$ cat src/rtl/core/ssi_pkg.sv
// ----------------------------------------------------------------------------
// ssi_pkg
// types and constants of the sorted set insert block
// ----------------------------------------------------------------------------
package ssi_pkg;

    localparam int VALUE_W = 32;
    localparam int COUNT_W = 5;

    typedef enum logic {
        CMD_INSERT = 1'b0,
        CMD_DUMP   = 1'b1
    } t_cmd;

    typedef enum logic [2:0] {
        ST_INSERTED  = 3'd0,
        ST_DUPLICATE = 3'd1,
        ST_FULL      = 3'd2,
        ST_ELEMENT   = 3'd3,
        ST_EMPTY     = 3'd4
    } t_status;

    typedef enum logic {
        S_IDLE = 1'b0,
        S_DUMP = 1'b1
    } t_state;

    typedef struct packed {
        t_cmd                       command;
        logic signed [VALUE_W-1:0]  value;
    } t_in_item;

    typedef struct packed {
        t_status                    status;
        logic signed [VALUE_W-1:0]  element;
        logic [COUNT_W-1:0]         stored_count;
        logic                       last;
    } t_out_item;

    // broadcast from the controller to every cell
    typedef struct packed {
        logic                       insert;
        logic                       rotate;
        logic signed [VALUE_W-1:0]  value;
    } t_cell_ctrl;

endpackage

$ cat src/rtl/core/ssi_cell.sv
// ----------------------------------------------------------------------------
// ssi_cell
// one slot of the sorted chain: compare, shift right on insert, rotate on dump
// ----------------------------------------------------------------------------
module ssi_cell #(
    parameter int CNT_W = 5,
    parameter int IDX   = 0
) (
    input  logic                                i_clk,
    input  ssi_pkg::t_cell_ctrl                 i_ctrl,
    input  logic [CNT_W-1:0]                    i_count,
    input  logic                                i_left_bigger,
    input  logic signed [ssi_pkg::VALUE_W-1:0]  i_left_value,
    input  logic signed [ssi_pkg::VALUE_W-1:0]  i_right_value,
    input  logic signed [ssi_pkg::VALUE_W-1:0]  i_head_value,
    output logic signed [ssi_pkg::VALUE_W-1:0]  o_value,
    output logic                                o_bigger,
    output logic                                o_eq
);

    logic signed [ssi_pkg::VALUE_W-1:0] r_value;
    logic signed [ssi_pkg::VALUE_W-1:0] n_value;
    logic                               w_occupied;
    logic                               w_wrap;

    assign w_occupied = i_count > CNT_W'(IDX);
    assign w_wrap     = i_count == CNT_W'(IDX + 1);
    assign o_bigger   = !w_occupied || (r_value > i_ctrl.value);
    assign o_eq       = w_occupied && (r_value == i_ctrl.value);
    assign o_value    = r_value;

    always_comb begin
        n_value = r_value;
        if (i_ctrl.insert && o_bigger) begin
            n_value = i_left_bigger ? i_left_value : i_ctrl.value;
        end else if (i_ctrl.rotate) begin
            n_value = w_wrap ? i_head_value : i_right_value;
        end
    end

    always_ff @(posedge i_clk) begin
        r_value <= n_value;
    end

endmodule

$ cat src/rtl/core/sorted_set_insert.sv
// insert: result in the cycle after the accepted transaction, next transaction any cycle
// dump of n held values: n results on consecutive cycles via the dump state and result
// register, busy in dump state (one cell rotation per element); empty dump: 1 result
// results cannot be stalled; a strobe marks each one for a single cycle
// synchronous active-low reset empties the set and returns to idle; cell data not reset
// ----------------------------------------------------------------------------
// sorted_set_insert
// bounded ascending set of signed values in a chain of compare-and-shift cells
// ----------------------------------------------------------------------------
module sorted_set_insert #(
    parameter int CAPACITY = 16
) (
    input  logic                 i_clk,
    input  logic                 i_rst_n,
    input  logic                 start,
    input  ssi_pkg::t_in_item    i_item,
    output logic                 busy,
    output logic                 o_strobe,
    output ssi_pkg::t_out_item   o_result
);

    localparam int CNT_W = $clog2(CAPACITY + 1);
    localparam int OW    = ssi_pkg::COUNT_W;
    localparam int VW    = ssi_pkg::VALUE_W;

    ssi_pkg::t_state      r_state, n_state;
    logic [CNT_W-1:0]     r_count, n_count;
    logic [CNT_W-1:0]     r_idx, n_idx;
    logic                 r_strobe, n_strobe;
    ssi_pkg::t_out_item   r_result, n_result;
    ssi_pkg::t_cell_ctrl  w_ctrl;

    logic signed [VW-1:0] w_value  [CAPACITY];
    logic [CAPACITY-1:0]  w_bigger;
    logic [CAPACITY-1:0]  w_eq;
    logic                 w_accept;
    logic                 w_dup;
    logic                 w_full;
    logic                 w_last;

    genvar gi;
    generate
        for (gi = 0; gi < CAPACITY; gi++) begin : g_cell
            ssi_cell #(
                .CNT_W (CNT_W),
                .IDX   (gi)
            ) u_cell (
                .i_clk         (i_clk),
                .i_ctrl        (w_ctrl),
                .i_count       (r_count),
                .i_left_bigger ((gi == 0) ? 1'b0 : w_bigger[(gi == 0) ? 0 : gi-1]),
                .i_left_value  (w_value[(gi == 0) ? 0 : gi-1]),
                .i_right_value (w_value[(gi == CAPACITY-1) ? gi : gi+1]),
                .i_head_value  (w_value[0]),
                .o_value       (w_value[gi]),
                .o_bigger      (w_bigger[gi]),
                .o_eq          (w_eq[gi])
            );
        end
    endgenerate

    assign busy     = (r_state == ssi_pkg::S_DUMP);
    assign w_accept = start && !busy;
    assign w_dup    = |w_eq;
    assign w_full   = (r_count == CNT_W'(CAPACITY));
    assign w_last   = (r_idx == r_count - CNT_W'(1));

    always_comb begin
        n_state         = r_state;
        n_count         = r_count;
        n_idx           = r_idx;
        n_strobe        = 1'b0;
        n_result        = r_result;
        w_ctrl.insert   = 1'b0;
        w_ctrl.rotate   = 1'b0;
        w_ctrl.value    = i_item.value;
        unique case (r_state)
            ssi_pkg::S_IDLE: begin
                if (w_accept) begin
                    if (i_item.command == ssi_pkg::CMD_INSERT) begin
                        n_strobe         = 1'b1;
                        n_result.element = '0;
                        n_result.last    = 1'b1;
                        if (w_dup) begin
                            n_result.status = ssi_pkg::ST_DUPLICATE;
                        end else if (w_full) begin
                            n_result.status = ssi_pkg::ST_FULL;
                        end else begin
                            n_result.status = ssi_pkg::ST_INSERTED;
                            w_ctrl.insert   = 1'b1;
                            n_count         = r_count + CNT_W'(1);
                        end
                        n_result.stored_count = OW'(n_count);
                    end else if (r_count == '0) begin
                        n_strobe              = 1'b1;
                        n_result.status       = ssi_pkg::ST_EMPTY;
                        n_result.element      = '0;
                        n_result.stored_count = '0;
                        n_result.last         = 1'b1;
                    end else begin
                        n_state = ssi_pkg::S_DUMP;
                        n_idx   = '0;
                    end
                end
            end
            ssi_pkg::S_DUMP: begin
                w_ctrl.rotate         = 1'b1;
                n_strobe              = 1'b1;
                n_result.status       = ssi_pkg::ST_ELEMENT;
                n_result.element      = w_value[0];
                n_result.stored_count = OW'(r_count);
                n_result.last         = w_last;
                n_idx                 = r_idx + CNT_W'(1);
                if (w_last) begin
                    n_state = ssi_pkg::S_IDLE;
                end
            end
            default: begin
                n_state = ssi_pkg::S_IDLE;
            end
        endcase
    end

    always_ff @(posedge i_clk) begin
        if (!i_rst_n) begin
            r_state  <= ssi_pkg::S_IDLE;
            r_count  <= '0;
            r_idx    <= '0;
            r_strobe <= 1'b0;
        end else begin
            r_state  <= n_state;
            r_count  <= n_count;
            r_idx    <= n_idx;
            r_strobe <= n_strobe;
        end
    end

    always_ff @(posedge i_clk) begin
        r_result <= n_result;
    end

    assign o_strobe = r_strobe;
    assign o_result = r_result;

endmodule

$ cat config.mk
export PLATFORM = sky130hd
export DESIGN_NAME = sorted_set_insert
export DESIGN_NICKNAME = d
export VERILOG_FILES = /design/src/rtl/core/ssi_pkg.sv /design/src/rtl/core/ssi_cell.sv /design/src/rtl/core/sorted_set_insert.sv
export SDC_FILE = /design/constraint.sdc
export NUM_CORES = 2
export LEC_CHECK = 0
export ABC_CLOCK_PERIOD_IN_PS = 4500
export BUFFER_PORTS_ARGS = -buffer_cell sky130_fd_sc_hd__buf_2
export CAP_MARGIN = 20
export CORE_ASPECT_RATIO = 0.6
export CORE_MARGIN = 1
export CORE_UTILIZATION = 30
export DETAILED_ROUTE_END_ITERATION = 8
export PLACE_DENSITY_LB_ADDON = 0.1
export SETUP_SLACK_MARGIN = 0.5
export SYNTH_ARGS = -nofsm -noshare
export SYNTH_HDL_FRONTEND = slang
export SYNTH_SLANG_ARGS = --single-unit
$ cat constraint.sdc
create_clock -name i_clk -period 4.5 [get_ports i_clk]
set_clock_uncertainty 0.15 [all_clocks]
set_input_delay 0 -clock i_clk [delete_from_list [all_inputs] [get_ports i_clk]]
set_output_delay 0 -clock i_clk [all_outputs]
set_load 0.01 [all_outputs]
Yosys cells after proc, flatten, opt, wreduce, memory -nomap -nowiden
Cells that the tools add are included.

operators by class
  add/sub/neg operators = 3
  multiply operators = 0
  divide/modulo/power cells = 0
  magnitude comparators = 32
  equality and inequality tests = 38
  shift operators = 0
  muxes and demuxes = 90
  bitwise logic cells = 2
  reduce and logical (&&, ||, !) cells = 90

operator list
  cell                                                                    number
  32-bit 2-to-1 mux                                                       63
  32-bit equality test                                                    16
  32-bit > comparator                                                     16
  41-bit 2-to-1 mux                                                       3
  41-bit case mux with 2 select lines                                     1
  5-bit by 4-bit equality test with 1-bit output (second input constant)  8
  5-bit by 4-bit > comparator with 1-bit output (second input constant)   8
  2-bit nonzero test                                                      17
  1-bit logical AND                                                       33
  5-bit 2-to-1 mux                                                        5
  5-bit by 3-bit equality test with 1-bit output (second input constant)  4
  5-bit by 3-bit > comparator with 1-bit output (second input constant)   4
  1-bit logical NOT                                                       17
  1-bit logical OR                                                        16
  16-bit OR reduction                                                     1
  1-bit 2-to-1 mux                                                        13
  5-bit by 1-bit adder with 5-bit output (second input constant)          2
  5-bit by 2-bit equality test with 1-bit output (second input constant)  2
  5-bit by 1-bit > comparator with 1-bit output (second input constant)   2
  5-bit by 2-bit > comparator with 1-bit output (second input constant)   2
  5-bit case mux with 2 select lines                                      1
  2-bit != test (second input constant)                                   4
  2-bit AND reduction                                                     3
  3-bit AND reduction                                                     2
  9 further kinds                                                         12

word-level totals
  flip-flop bits (word level) = 565
  latch bits = 0
  bits in writable memories = 0
  memory bits (read-only) = 0
  output and inout port bits = 43
  memories kept = 0

Depth between registers and ports, before layout
  depth in word-level cells = 10
  depth in mapped cells = 15
  depth with buffers taken out = 10

Cells and area by module
Synthesis repeated with hierarchy kept, for this count alone.

unflattened totals
  cell total of the unflattened synthesis = 4490
  area, all modules = 48967.0 sq um

by module, submodules not included
  module                             instances  cells each  area an instance (sq um)  seq. area each (sq um)
  ssi_cell at g_cell[14].u_cell ...  3          270         2904.0                    960.9
  ssi_cell at g_cell[0].u_cell ...   2          272         2952.8                    960.9
  ssi_cell at g_cell[1].u_cell ...   2          268         2911.5                    960.9
  ssi_cell at g_cell[10].u_cell ...  2          267         2889.0                    960.9
  ssi_cell at g_cell[11].u_cell      1          270         2951.6                    960.9
  ssi_cell at g_cell[13].u_cell      1          270         2946.6                    960.9
  ssi_cell at g_cell[7].u_cell       1          267         2910.3                    960.9
  ssi_cell at g_cell[15].u_cell      1          266         2896.5                    960.9
  ssi_cell at g_cell[5].u_cell       1          263         2894.0                    960.9
  ssi_cell at g_cell[8].u_cell       1          267         2887.8                    960.9
  ssi_cell at g_cell[9].u_cell       1          267         2884.0                    960.9
  sorted_set_insert                  1          196         2377.3                    1471.4

Worst setup path after synthesis
No wires, ideal clock.

  path kind = reg-to-reg
  start point = register r_count[1]
  end point = register g_cell[1].u_cell.r_value, in the netlist g_cell[1].u_cell.o_value[0] (enable)
  arrival time = 4.230 ns
  required time = 3.922 ns
  slack = -0.308 ns
  cell stages (with the launch flop) = 15
  path buffers = 5
  path through = dfxtp_1 clkbuf_1 inv_1 ha_1 and4bb_1 buf_2 a21oi_1 nand4_1 o311ai_1 a2111oi_4 nand2_2 buf_2 buf_2 buf_2 o21bai_1

on the way
  longest elaborated chain between the ends = 9
  elaborated cells between the ends (all ways) = 43

ends and longest elaborated chain
  item                                                                         line                      text
  start: declaration                                                           sorted_set_insert.sv:27   logic [CNT_W-1:0] r_count, n_count;
  start signal: assignment                                                     sorted_set_insert.sv:132  r_count <= n_count;
  5-bit by 1-bit > comparator with 1-bit output, or another cell as far along  ssi_cell.sv:26            assign w_occupied = i_count > CNT_W'(IDX);
  1-bit logical AND                                                            ssi_cell.sv:29            assign o_eq = w_occupied && (r_value == i_ctrl.value);
  16-bit OR reduction                                                          sorted_set_insert.sv:64   assign w_dup = |w_eq;
  1-bit 2-to-1 mux                                                             sorted_set_insert.sv:84   if (w_dup) begin
  1-bit 2-to-1 mux                                                             sorted_set_insert.sv:80   if (i_item.command == ssi_pkg::CMD_INSERT) begin
  1-bit 2-to-1 mux                                                             sorted_set_insert.sv:79   if (w_accept) begin
  1-bit 2-to-1 mux                                                             sorted_set_insert.sv:77   unique case (r_state)
  1-bit logical AND *                                                          ssi_cell.sv:34            if (i_ctrl.insert && o_bigger) begin
  2-bit nonzero test (no line) *                                               --
  end signal: assignment                                                       ssi_cell.sv:42            r_value <= n_value;
  end: declaration                                                             ssi_cell.sv:21            logic signed [ssi_pkg::VALUE_W-1:0] r_value;

Mark *: on every way between the ends. The rest lies on a longest branch, timed or not.
A chain may end at the register's enable or synchronous reset.

Worst setup path after layout
  start point = register r_count[1]
  end point = register g_cell[0].u_cell.r_value, in the netlist g_cell[0].u_cell.o_value[18] (data pin)

on the way
  longest elaborated chain between the ends = 9
  elaborated cells between the ends (all ways) = 43

ends and longest elaborated chain
  item                                                                         line                     text
  5-bit by 1-bit > comparator with 1-bit output, or another cell as far along  ssi_cell.sv:26
  1-bit logical AND                                                            ssi_cell.sv:29
  16-bit OR reduction                                                          sorted_set_insert.sv:64
  1-bit 2-to-1 mux                                                             sorted_set_insert.sv:84
  1-bit 2-to-1 mux                                                             sorted_set_insert.sv:80
  1-bit 2-to-1 mux                                                             sorted_set_insert.sv:79
  1-bit 2-to-1 mux                                                             sorted_set_insert.sv:77
  1-bit logical AND *                                                          ssi_cell.sv:34
  32-bit 2-to-1 mux *                                                          ssi_cell.sv:34
  net g_cell[0].u_cell.n_value (one bit)                                       ssi_cell.sv:22           logic signed [ssi_pkg::VALUE_W-1:0] n_value;
  end signal: assignment                                                       ssi_cell.sv:42
  end: declaration                                                             ssi_cell.sv:21

The timed path passes the listed nets; every way through them passes the cells marked *.

==> reports/results.ini <==
[place]
portBuffers = 78
gp_congestion = 0.9170
place_hpwl_microns = 141600

[critical_path]
critPathKind = reg2reg
crit_path_max_incr_delay_ns = 0.52
critPathLaunchType = register
worstPathRequired_ns = 4.75
critPathSlowestCell = dfxtp_1
startpoint = r_count[1]
r2r-start = r_count[1]
worst-path-max-fanout = 24
crit_arrival_ns = 4.31
crit_chain = inv_1 -> ha_1 -> buf_4 -> o31ai_1 -> buf_4 -> nand4_1 -> o2111ai_4 -> a2111oi_4 -> buf_4 -> nand2_8 -> buf_12 -> nor2b_4 -> buf_12 -> buf_12 -> mux2_2
end_kind = register

[synth]
synth_edf_count = 553
synth_cell_type_count = 87
synth.yosys.seq_area_share_pct = 36.56
netlist_instances = 4198
synth-main-ff-cell = edfxtp_1
synth.area.top_cells = edfxtp_1 36%, mux2i_1 24%, ha_1 14%
synth_top_area_share_pct = 36.04
ys_seq_elements = 565
syn_avg_cell_area_sq_um = 10.98
yosysMostFrequentCell = mux2i_1
yosysWarnings = 0
synthTopCellsByCount = 1,120 x mux2i_1, 553 x edfxtp_1, 519 x ha_1
yosysTopAreaCell = edfxtp_1
async_reset_ff_share_pct = 0
synth_fp_nets = 4753
syn_area_sq_um = 46080

[detailed_routing]
wire_per_inst_microns = 28.19
drt_iter0_markers = 3385
drcViolationCount = 0
postRouteAntennaNets = 0
first_pass_iters = 5
wirelength_microns = 180700
viasPerCell = 5.589
vias = 35834

[finish]
drive_gt1_share_pct = 14.31
nFillCells = 14984
area_growth_pct = 16.80
nets = 4907

[global_routing]
antenna_found_initial = 1
grt_overflow_total = 0
first_global_vias = 34155
grt_use_total_pct = 22.71
grt_pass1_wl_microns = 257600
grt_max_degree = 65

[timing]
setup-tns-final_ns = 0
rsz0062_at_grt = yes
finalCriticalPeriod_ns = 4.053
fin_crit_sh_pct = 90.07
drv_slew = 0
timing.fmax_ghz = 0.2467
tightest_slew_ns = 1.044
relSlewSlack_pct = 29.51
finalHoldViolations = 0
holdWs_ns = 0.1322
setup_violations = 0

[job]
cap_violations = 0

[clock_tree]
cts_buffer_depth = 3
clock_latency_ns = 0.67
htreeDepth = 3
clock_sinks = 565
cts_tree = yes
cts_buffers = 69
clkTransAtPathRegs_ns = 0.07
clockRootBuffer = clkbuf_16

[status]
status = completed

[floorplan]
die_y_microns = 305.6
ios = 79
die_area_sq_um = 155200
die_x_microns = 507.9
core_sq_um = 151300
start_util_pct = 30.46
num_rows = 110

[min_path]
worstHoldStart = i_rst_n
min_path_type = in2reg

[power]
irDropWorstVdd_uv = 283.0
power_density_nw_per_um2 = 334.6
leakagePower_uw = 0.02366

[registers in the layout, summed over array words and instances, names as in the netlist]
signal and cells:
r_idx 5, o_result 41, r_count 5, g_cell.u_cell.o_value 512, busy 1, o_strobe 1
[cells in the final DEF (no fill, tap or decap), types with 9 or more instances in the layout]
cell           synthesis  routed
edfxtp_1             553     553
inv_1                 80      78
nand4_1              120     120
a21oi_1              204     201
a31oi_1               12      11
nand2b_2               0      10
a32oi_1               31      30
and2_1                41      40
o31ai_1               11      10
mux2i_1             1120    1120
a311oi_1              32      31
buf_4                  3     191
nor4_1                49      45
a221oi_1              11      11
mux2_2                67      67
clkinv_2               0       9
o21ai_0              138     138
ha_1                 519     515
nor2_1                64      60
clkbuf_16              0      76
a211o_1                9       9
and4_1                11      11
dfxtp_1               12      10
mux2_4                26      26
a2bb2oi_1             32      31
o211ai_1              25      25
clkbuf_1             238      16
dlygate4sd3_1          0      39
or3_1                 33      33
a21o_1                73      72
nor2b_1               35      34
nand2_1              244     240
buf_12                 0      77
buf_2                 53      77
nor3_1                51      51
a211oi_1              14      14
nand2b_1              19       9
nand3_1              113     106
clkinv_1               1       9
[cell type report]
cell class / instances / area, sq um / share of cell area [%]
Inverter: 81 / 311.5 / 0.5789
Multi-Input combinational cell: 3237 / 28110 / 52.24
Clock inverter: 20 / 142.6 / 0.2650
Sequential cell: 565 / 16850 / 31.31
Tap cell: 2016 / 2522 / 4.687
Antenna cell: 5 / 12.51 / 0.02325
Clock buffer: 89 / 1887 / 3.506
Timing Repair Buffer: 398 / 3979 / 7.393
[cells by family (layout without fill, tap and decap cells)]
| kind of cell | after synthesis | in the layout | share of synthesized area [%] |
|---|---|---|---|
| AO/OA/AOI/OAI | 671 | 671 | 9.572 |
| flip-flops | 565 | 565 | 36.56 |
| AND/OR/NAND/NOR | 822 | 822 | 9.257 |
| adder cells (fa/ha/maj) | 519 | 519 | 14.09 |
| multiplexers | 1215 | 1215 | 26.86 |
| XOR/XNOR | 10 | 10 | 0.1901 |
| buffers and inverters | 396 | 588 | 3.460 |
| other | 0 | 5 | 0 |
[worst max-delay path, delay by kind of cell, from the launching register on]
family / cells / cell delay (ns)
buffers and inverters: 7 / 1.27
AOI/OAI and AO/OA: 3 / 0.78
DFF: 1 / 0.52
and+or+nand+nor: 3 / 0.46
muxes: 1 / 0.28
adders and majority gates: 1 / 0.23
[per-stage QoR]
step / area [sq um] / util, % / worst slack [ns] / power (uW) / std cells
detailed placement: 50980 / 33.70 / 0.04602 / 12330 / 6247
global route: 53800 / 35.57 / 0.5031 / 18810 / 6406
CTS: 53480 / 35.36 / 0.4977 / 18010 / 6398
floorplan: 46090 / - / 0.5515 / 10240 / 4198
finish: 53820 / 35.58 / 0.4470 / 18000 / 6411
global placement: 50980 / 33.70 / 0.05656 / 12280 / 6247
[power breakdown]
part,switching [uW],internal (uW),total (uW)
sequential,561,6620,7180
clock,2560,3040,5600
combinational,3140,2090,5220
[metal layers]
| metal | vias to the layer above | part of all wire (%) | global-route usage, % |
|---|---|---|---|
| li1 | 16613 | - | - |
| met1 | 17895 | 58 | 40.35 |
| met2 | 1199 | 33 | 26.01 |
| met3 | 125 | 7.0 | 4.324 |
| met4 | 2 | 1.3 | 3.432 |
| met5 | - | 0.18 | 1.481 |
[final timing paths]
kind,depth (start not counted),endpoint,slack [ns]
setup / recovery,15,g_cell[0].u_cell.o_value[18],0.45
hold / removal,4,busy,0.13
setup reg to reg,15,g_cell[0].u_cell.o_value[18],0.45
hold reg to reg,1,r_idx[3],0.39
[what timing repair did]
action,in CTS,in global routing
hold buffers,39,0
cloned,0,3
endpoints found under the setup margin,1008,705
endpoints found under the hold margin,448,0
pin swaps,3,5
gates resized for setup,11,31
setup buffers,3,4
(Power assumes the default switching activity.)
